--- config.mk ---
export PLATFORM = sky130hd
export DESIGN_NAME = kmf_ctrl
export DESIGN_NICKNAME = d
export VERILOG_FILES = /design/src/rtl/kmf_pkg.sv /design/src/rtl/kmf_ctrl.sv
export SDC_FILE = /design/constraint.sdc
export NUM_CORES = 1
export LEC_CHECK = 0
export ABC_AREA = 0
export BUFFER_PORTS_ARGS = -buffer_cell sky130_fd_sc_hd__buf_2
export CELL_PAD_IN_SITES_DETAIL_PLACEMENT = 1
export CELL_PAD_IN_SITES_GLOBAL_PLACEMENT = 1
export CORE_MARGIN = 2
export CORE_UTILIZATION = 36
export DETAILED_ROUTE_END_ITERATION = 16
export GPL_TIMING_DRIVEN = 0
export PLACE_DENSITY = 0.83
export SYNTH_ARGS = -nofsm -noshare
export SYNTH_HDL_FRONTEND = slang
export SYNTH_SLANG_ARGS = --single-unit
--- constraint.sdc ---
create_clock -name clk -period 2.4 [get_ports clk]
set_clock_uncertainty 0.05 [all_clocks]
set_input_delay 0.24 -clock clk [delete_from_list [all_inputs] [get_ports clk]]
set_output_delay 0.24 -clock clk [all_outputs]
set_load 0.01 [all_outputs]
--- src/rtl/kmf_pkg.sv ---
// ----------------------------------------------------------------------------
// kmf_pkg: shared types and constants of the Kuramoto mean-field stepper
// Register indexes, fixed-point constants and the controller/datapath link.
// ----------------------------------------------------------------------------
package kmf_pkg;

    localparam int MAX_OSC  = 1024;
    localparam int MAX_RUN  = 64;
    localparam int IDX_W    = 10;
    localparam int CNT_W    = 11;
    localparam int RUN_W    = 7;

    // register indexes of the configuration port
    localparam logic [1:0] CFG_OSC_COUNT  = 2'd0;
    localparam logic [1:0] CFG_COUPLING   = 2'd1;
    localparam logic [1:0] CFG_TIME_STEP  = 2'd2;
    localparam logic [1:0] CFG_RUN_LENGTH = 2'd3;

    // reset values
    localparam logic [10:0] OSC_COUNT_RST  = 11'd1;
    localparam logic [15:0] TIME_STEP_RST  = 16'd655;
    localparam logic [6:0]  RUN_LENGTH_RST = 7'd1;

    // 2^30 / pi
    localparam logic signed [29:0] INV_PI_Q30 = 30'sd341782638;
    // quarter turn and full-scale order parameter
    localparam logic [15:0] QUARTER_TURN = 16'd16384;
    localparam logic [15:0] R_MAX        = 16'd32768;

    // datapath operations issued by the controller
    typedef enum logic [4:0] {
        DP_NOP,
        DP_LOAD,
        DP_READ,
        DP_TRIG_OLD,
        DP_TRIG_NEW,
        DP_MUL_Q,
        DP_DIV_Q,
        DP_KMUL,
        DP_COUP,
        DP_RAD,
        DP_NEWPH,
        DP_ACC,
        DP_CLR,
        DP_COMMIT,
        DP_SQ,
        DP_SQRT,
        DP_DIV_R,
        DP_EMIT
    } dp_op_t;

    typedef struct packed {
        dp_op_t           op;
        logic [IDX_W-1:0] idx;
        logic [5:0]       step;
        logic             last;
    } dp_cmd_t;

    typedef struct packed {
        logic             trig_done;
        logic             div_done;
        logic             sqrt_done;
        logic             sums_valid;
        logic             out_free;
        logic [CNT_W-1:0] n_act;
        logic [RUN_W-1:0] runs;
    } dp_stat_t;

endpackage

--- src/rtl/kmf_ctrl.sv ---
// ----------------------------------------------------------------------------
// kmf_ctrl: sequencer of the Kuramoto stepper
// Walks the oscillators once per sums pass and once per Euler step.
// ----------------------------------------------------------------------------
module kmf_ctrl
    import kmf_pkg::*;
(
    input  logic     clk,
    input  logic     rst_n,
    input  logic     in_valid,
    input  logic     mode,
    output logic     in_ready,
    input  dp_stat_t stat,
    output dp_cmd_t  cmd
);

    typedef enum logic [4:0] {
        S_IDLE, F_CLR, F_RD, F_TRIG, F_TW, F_ACC, F_COMMIT,
        U_CLR, U_RD, U_TRIG, U_TW, U_MUL, U_DIV, U_DW, U_KMUL, U_COUP,
        U_RAD, U_NEWPH, U_TRIG2, U_TW2, U_ACC, U_COMMIT, U_SQ, U_SQRT,
        U_QW, U_DIVR, U_RW, U_EMIT
    } state_t;

    state_t           state_reg;
    logic [IDX_W-1:0] idx_reg;
    logic [RUN_W-1:0] step_reg;
    logic             last_osc;
    logic             last_step;

    assign last_osc  = ({1'b0, idx_reg} + 11'd1) == stat.n_act;
    assign last_step = (step_reg + 7'd1) == stat.runs;
    assign in_ready  = (state_reg == S_IDLE);

    // decode the state into a datapath command
    always_comb
    begin
        cmd.idx  = idx_reg;
        cmd.step = step_reg[5:0];
        cmd.last = last_step;
        case (state_reg)
            S_IDLE:   cmd.op = (in_valid && !mode) ? DP_LOAD : DP_NOP;
            F_CLR:    cmd.op = DP_CLR;
            F_RD:     cmd.op = DP_READ;
            F_TRIG:   cmd.op = DP_TRIG_OLD;
            F_ACC:    cmd.op = DP_ACC;
            F_COMMIT: cmd.op = DP_COMMIT;
            U_CLR:    cmd.op = DP_CLR;
            U_RD:     cmd.op = DP_READ;
            U_TRIG:   cmd.op = DP_TRIG_OLD;
            U_MUL:    cmd.op = DP_MUL_Q;
            U_DIV:    cmd.op = DP_DIV_Q;
            U_KMUL:   cmd.op = DP_KMUL;
            U_COUP:   cmd.op = DP_COUP;
            U_RAD:    cmd.op = DP_RAD;
            U_NEWPH:  cmd.op = DP_NEWPH;
            U_TRIG2:  cmd.op = DP_TRIG_NEW;
            U_ACC:    cmd.op = DP_ACC;
            U_COMMIT: cmd.op = DP_COMMIT;
            U_SQ:     cmd.op = DP_SQ;
            U_SQRT:   cmd.op = DP_SQRT;
            U_DIVR:   cmd.op = DP_DIV_R;
            U_EMIT:   cmd.op = stat.out_free ? DP_EMIT : DP_NOP;
            default:  cmd.op = DP_NOP;
        endcase
    end

    // advance the sequence
    always_ff @(posedge clk or negedge rst_n)
    begin
        if (!rst_n)
        begin
            state_reg <= S_IDLE;
            idx_reg   <= '0;
            step_reg  <= '0;
        end
        else
        begin
            case (state_reg)
                S_IDLE:
                begin
                    idx_reg  <= '0;
                    step_reg <= '0;
                    if (in_valid && mode)
                        state_reg <= stat.sums_valid ? U_CLR : F_CLR;
                end
                F_CLR:    state_reg <= F_RD;
                F_RD:     state_reg <= F_TRIG;
                F_TRIG:   state_reg <= F_TW;
                F_TW:     if (stat.trig_done) state_reg <= F_ACC;
                F_ACC:
                begin
                    if (last_osc)
                        state_reg <= F_COMMIT;
                    else
                    begin
                        idx_reg   <= idx_reg + 10'd1;
                        state_reg <= F_RD;
                    end
                end
                F_COMMIT:
                begin
                    idx_reg   <= '0;
                    state_reg <= U_CLR;
                end
                U_CLR:    state_reg <= U_RD;
                U_RD:     state_reg <= U_TRIG;
                U_TRIG:   state_reg <= U_TW;
                U_TW:     if (stat.trig_done) state_reg <= U_MUL;
                U_MUL:    state_reg <= U_DIV;
                U_DIV:    state_reg <= U_DW;
                U_DW:     if (stat.div_done) state_reg <= U_KMUL;
                U_KMUL:   state_reg <= U_COUP;
                U_COUP:   state_reg <= U_RAD;
                U_RAD:    state_reg <= U_NEWPH;
                U_NEWPH:  state_reg <= U_TRIG2;
                U_TRIG2:  state_reg <= U_TW2;
                U_TW2:    if (stat.trig_done) state_reg <= U_ACC;
                U_ACC:
                begin
                    if (last_osc)
                        state_reg <= U_COMMIT;
                    else
                    begin
                        idx_reg   <= idx_reg + 10'd1;
                        state_reg <= U_RD;
                    end
                end
                U_COMMIT: state_reg <= U_SQ;
                U_SQ:     state_reg <= U_SQRT;
                U_SQRT:   state_reg <= U_QW;
                U_QW:     if (stat.sqrt_done) state_reg <= U_DIVR;
                U_DIVR:   state_reg <= U_RW;
                U_RW:     if (stat.div_done) state_reg <= U_EMIT;
                U_EMIT:
                begin
                    if (stat.out_free)
                    begin
                        idx_reg <= '0;
                        if (last_step)
                            state_reg <= S_IDLE;
                        else
                        begin
                            step_reg  <= step_reg + 7'd1;
                            state_reg <= U_CLR;
                        end
                    end
                end
                default:  state_reg <= S_IDLE;
            endcase
        end
    end

endmodule

==> flow_metrics.tcl, run 1 <==
set metrics [dict create \
    critPathSlowestCell "or4b_4" \
    path_cells "buf_6, nand3_4, buf_12, nor2_4, or4b_4, a2111oi_4, buf_6, nor2_4, mux2_4" \
    numCtsBuffers 3 \
    fin_cells 470 \
    rsz0062_at_grt "true" \
    synth.net_count 333 \
    grtUsageTotal_pct 22.2 \
    start_kind "register" \
    grt.met2_usage_pct 39.8 \
    setup_slack_ns -0.184 \
    globalplace.congestion 0.839 \
    viasPerCell 6.13 \
    clockBufferDepth 2 \
    numPortBuffers 49 \
    max_freq_mhz 387 \
    grt_use_met1_pct 28.4 \
    slew_violations 0 \
    grt_pass1_wl_um 13100 \
    relSlewSlack_pct 61.9 \
    yosysMostFrequentCell "nand2_1" \
    ys.flop_type "dfrtp_1" \
    drv_cap 0 \
    grt-ovfl-total 0 \
    area_growth_pct 44.2 \
    leakagePower_nw 1.49 \
    worstMarginPinSlew_ns 0.571 \
    syn_avg_cell_area_um2 7.53 \
    grt_pass1_vias 2666 \
    period_share_pct 108 \
    violations "setup timing" \
    tritoncts "built" \
    coreArea_um2 6240 \
    fin_tns_setup_ns -1.56 \
    drive_gt1_share_pct 41.5 \
    die_y_um 83.8 \
    io_pins 50 \
    critical-path-max-stage-delay_ns 0.53 \
    cts.sinks 22 \
    synth.top_cell.area_share_pct 24.0 \
    ys_seq_area_share_pct 24.0 \
    drc 0 \
    period_needed_ns 2.58 \
    die_area_um2 7010 \
    met3_usage_pct 2.57 \
    vias 2879 \
    drt-pass1-iter-count 5 \
    drtAntennaViolNets 0 \
    clock_latency_ns 0.27 \
    initial_utilization_pct 36.7 \
    end_kind "register" \
    synth_area_leaders "dfrtp_1 24%, xnor2_1 5.4%, nand2_1 5.2%" \
    synth_commonest_cells "32 x nand2_1, 28 x nor2_1, 22 x dfrtp_1" \
    r2r_slack_ns -0.18 \
    yosysWarnings 0 \
    synth_top_cell_by_area "dfrtp_1" \
    setup_viol 14 \
    antenna_found_initial 0 \
    async_flop_share_pct 100 \
    required_ns 2.51 \
    largest_reg_flops 10 \
    hold_violations 0 \
    status "complete, but fails checks" \
    clk_pin_slew_ns 0.10 \
    cp_top_family "simple AND/OR/NAND/NOR gates" \
    grt-busiest-layer "met2" \
    synth_edf_count 0 \
    ys_seq_elements 22 \
    grt_max_degree 23 \
    post_drt_wl_per_cell_um 21.6 \
    crit_path_max_fanout 6 \
    syn-instance-count 304 \
    p_per_area_nw_per_um2 883 \
    critPathBufInv 3 \
    fp-row-count 29 \
    die_w_um 83.8 \
    layout.nets 423 \
    hpwl_um 5270 \
    antenna-diode-count 0 \
    routed_wl_um 10100 \
    cts-root-buf "clkbuf_8" \
    drt-initial-drc-count 193 \
    critical_path_class "reg -> reg" \
    vdd_ir_drop_max_mv 0.538 \
    ys_types 66 \
    cts-htree-levels 1 \
    hp-class "in -> reg" \
    worst_ep_arrival_time_ns 2.69 \
    syn-cell-area_um2 2290 \
    post-place-cells 430 \
]
cell families (layout without fill, tap and decap cells):
kind of cell	count (synthesis)	after routing	share of synthesized area (%)
compound gates	81	81	24.2
xor+xnor	21	21	8.63
fa+ha+maj	3	3	1.53
buf+inv	41	130	8.52
flops	22	22	24.0
mux	4	4	1.80
simple gates	132	132	31.3
metal layers:
layer  vias up  wire length, µm
met5         -                0
met2       101             5250
met4         0              301
met3        29              420
met1      1461             4180
li1       1288                -
through the flow:
stage          total power, mW  setup slack (ns)  util, %  hold WS [ns]  instance area (µm²)
2_1_floorplan             1.73          -0.00945        -        -0.106                 2320
3_3_place_gp              2.16            -0.324     42.7         0.189                 2660
3_5_place_dp              2.21            -0.469     42.7         0.199                 2660
4_1_cts                   2.70           -0.0415     48.2         0.443                 3010
5_1_grt                   3.11            -0.244     52.9         0.477                 3300
6_report                  2.92            -0.184     52.9         0.442                 3300
cell usage in the layout (no fill, tap or decap), types with 3 or more instances in the layout:
master,synthesis,final
buf_2,0,50
buf_4,11,40
nand2_1,32,31
nor2_1,28,24
o21ai_0,21,18
a21oi_1,15,14
nand3_1,15,14
dfrtp_1,22,14
xnor2_1,14,11
clkbuf_2,0,9
inv_1,9,9
buf_6,0,9
dfrtp_2,0,8
nor2b_1,7,6
clkbuf_1,20,5
xor2_1,6,5
nand4_1,5,5
nand2b_1,5,5
nor3_1,6,4
o31ai_1,4,4
nor4_4,0,4
or4_1,4,4
o211ai_1,4,4
and3_1,3,3
o311ai_1,2,3
o22ai_1,3,3
nor2_2,0,3
o21ai_1,3,3
mux2i_1,3,3
nor4_1,6,3
xnor2_2,0,3
o21ai_2,0,3
a22oi_1,3,3
clkbuf_8,0,3
tightest hold or removal path: stages:
cell,delay (ns)
buf_2,0.11
o32ai_2,0.15
nor4_4,0.09
nand2_1,0.06
o22ai_1,0.06
worst paths after layout:
check	from	depth (start not counted)	endpoint
setup / recovery	idx_reg[2]	9	idx_reg[0]
hold / removal	stat[18]	5	state_reg[1]
setup reg to reg	idx_reg[2]	9	idx_reg[0]
hold reg to reg	step_reg[6]	2	step_reg[6]
max in group asynchronous	rst_n	2	state_reg[0]
min in group asynchronous	rst_n	2	idx_reg[5]
what timing repair did:
item,CTS,global route
setup endpoints to repair,21,25
gates resized for setup,30,40
hold endpoints to repair,22,0
hold buffers,1,0
cloned,1,0
buffers inserted,21,18
pin swaps,12,18
area by class of cell:
class,count,area [µm²]
timing repair buffer,90,599
tap,77,96.3
sequential,22,561
fill,779,2940
clock inverter,1,30.0
buffer,27,174
clock buffer,3,41.3
multi-input combinational,241,1770
inverter,9,33.8
report_power, final:
group | internal (mW) | switching, mW
clock | 0.223 | 0.148
combinational | 0.782 | 1.16
sequential | 0.473 | 0.135
Note: power is estimated with default switching activity, not from simulation.
==> inputs of run 2 (changes only) <==
Settings changed: RECOVER_POWER from default to 100.
==> flow_metrics.tcl, run 2 (synthesis gave the netlist of run 1 again) <==
set metrics [dict create \
    numPortBuffers 49 \
    place_area_um2 2660 \
    critical_path_class "reg -> reg" \
    cts.sinks 22 \
    min_from "stat[18]" \
    rsz0062_at_grt "true" \
    crit_path_max_fanout 6 \
    ff2ff_path_depth 9 \
    p_per_area_nw_per_um2 884 \
    numCtsBuffers 3 \
    vdd_ir_drop_max_mv 0.538 \
    max_freq_mhz 387 \
    die_y_um 83.8 \
    grt-ovfl-total 0 \
    critPathBufInv 3 \
    globalplace.congestion 0.839 \
    antenna_found_initial 0 \
    setup_viol 14 \
    tritoncts "built" \
    drc 0 \
    grt_pass1_wl_um 13100 \
    drt-initial-drc-count 193 \
    period_share_pct 108 \
    final-seq-area_um2 561 \
    grtUsageTotal_pct 22.2 \
    post-place-cells 430 \
    reg2reg_to "idx_reg[0]" \
    critPathSlowestCell "or4b_4" \
    final_cell_mix "49 x buf_2, 40 x buf_4, 31 x nand2_1, 24 x nor2_1, 18 x o21ai_0" \
    drv_cap 0 \
    area_growth_pct 44.2 \
    clock_latency_ns 0.27 \
    clk_pin_slew_ns 0.10 \
    coreArea_um2 6240 \
    path_cells "buf_6, nand3_4, buf_12, nor2_4, or4b_4, a2111oi_4, buf_6, nor2_4, mux2_4" \
    required_ns 2.51 \
    hp-class "in -> reg" \
    n_fill_cell 779 \
    grt_pass1_vias 2666 \
    largest_reg_flops 10 \
    r2r_slack_ns -0.18 \
    initial_utilization_pct 36.7 \
    leakagePower_nw 1.49 \
    drtAntennaViolNets 0 \
    routed_wl_um 10100 \
    vias 2880 \
    die_w_um 83.8 \
    slew_violations 0 \
    holdPathStages 5 \
    power_mw 2.92 \
    violations "setup timing" \
    cts-htree-levels 1 \
    layout_commonest_cell "buf_2" \
    r2r_start "idx_reg[2]" \
    fp-row-count 29 \
    cts-root-buf "clkbuf_8" \
    hold_violations 0 \
    worst_ep_arrival_time_ns 2.69 \
    fin_cells 470 \
    antenna-diode-count 0 \
    status "complete, but fails checks" \
    clockBufferDepth 2 \
    relSlewSlack_pct 8.25 \
    layout.nets 423 \
    worstMarginPinSlew_ns 1.38 \
    post_drt_wl_per_cell_um 21.6 \
    critical-path-max-stage-delay_ns 0.53 \
    end_kind "register" \
    drive_gt1_share_pct 41.2 \
    grt_max_degree 23 \
    finalInstanceArea_um2 3300 \
    min_to "state_reg[1]" \
    hpwl_um 5270 \
    cp_top_family "simple AND/OR/NAND/NOR gates" \
    viasPerCell 6.13 \
    start_kind "register" \
    die_area_um2 7010 \
    drt-pass1-iter-count 5 \
    setup_slack_ns -0.183 \
    period_needed_ns 2.58 \
    multi_input_area_um2 1770 \
    io_pins 50 \
]
## run 2: cell type report
cell class / instances / share of cell area, %
multi-input combinational: 241 / 53.5
timing repair buffer: 90 / 18.1
sequential: 22 / 17.0
buffer: 27 / 5.27
tap: 77 / 2.92
clock buffer: 3 / 1.25
inverter: 9 / 1.02
clock inverter: 1 / 0.910
## run 2: what timing repair did
item	in CTS	in global routing
hold buffers	1	0
endpoints found under the hold margin	22	0
setup endpoints to repair	21	25
gates cloned	1	0
pin swaps	12	18
buffers inserted	21	18
resized for setup	30	40
## run 2: worst reg2reg max path, stage by stage (launching register included)
cell	delay (ns)
dfrtp_1	0.39
buf_6	0.16
nand3_4	0.10
buf_12	0.14
nor2_4	0.11
or4b_4	0.53
a2111oi_4	0.48
buf_6	0.20
nor2_4	0.04
mux2_4	0.28
## run 2: routing by layer
layer  share of wire, %  up-vias  track usage [%]
met5                  0        -                0
met2                 52      101             39.8
met4                3.0        0             5.43
met1                 41     1461             28.4
met3                4.2       30             2.57
li1                   -     1288                -
## run 2: how the worst max path moves through the flow
stage / startpoint / endpoint / slack [ns] / cells after the start
2_1_floorplan: idx_reg[4] / idx_reg[0] / -0.009 / 8
3_3_place_gp: idx_reg[3] / idx_reg[0] / -0.32 / 9
3_5_place_dp: idx_reg[0] / idx_reg[0] / -0.47 / 9
4_1_cts: idx_reg[0] / state_reg[2] / -0.04 / 8
5_1_grt: idx_reg[2] / state_reg[2] / -0.24 / 9
6_report: idx_reg[2] / idx_reg[0] / -0.18 / 9
## run 2: metrics by stage
stage | util [%] | setup TNS [ns] | hold WS [ns] | setup WS [ns]
6_report | 52.9 | -1.56 | 0.441 | -0.183
4_1_cts | 48.2 | -0.0842 | 0.443 | -0.0415
5_1_grt | 52.9 | -3.21 | 0.477 | -0.244
2_1_floorplan | - | -0.00945 | -0.106 | -0.00945
3_3_place_gp | 42.7 | -2.56 | 0.189 | -0.324
3_5_place_dp | 42.7 | -4.41 | 0.199 | -0.469
## run 2: power by group
part | switching [mW] | internal, mW | total (mW)
Sequential | 0.135 | 0.473 | 0.607
Combinational | 1.16 | 0.782 | 1.94
Clock | 0.148 | 0.223 | 0.371
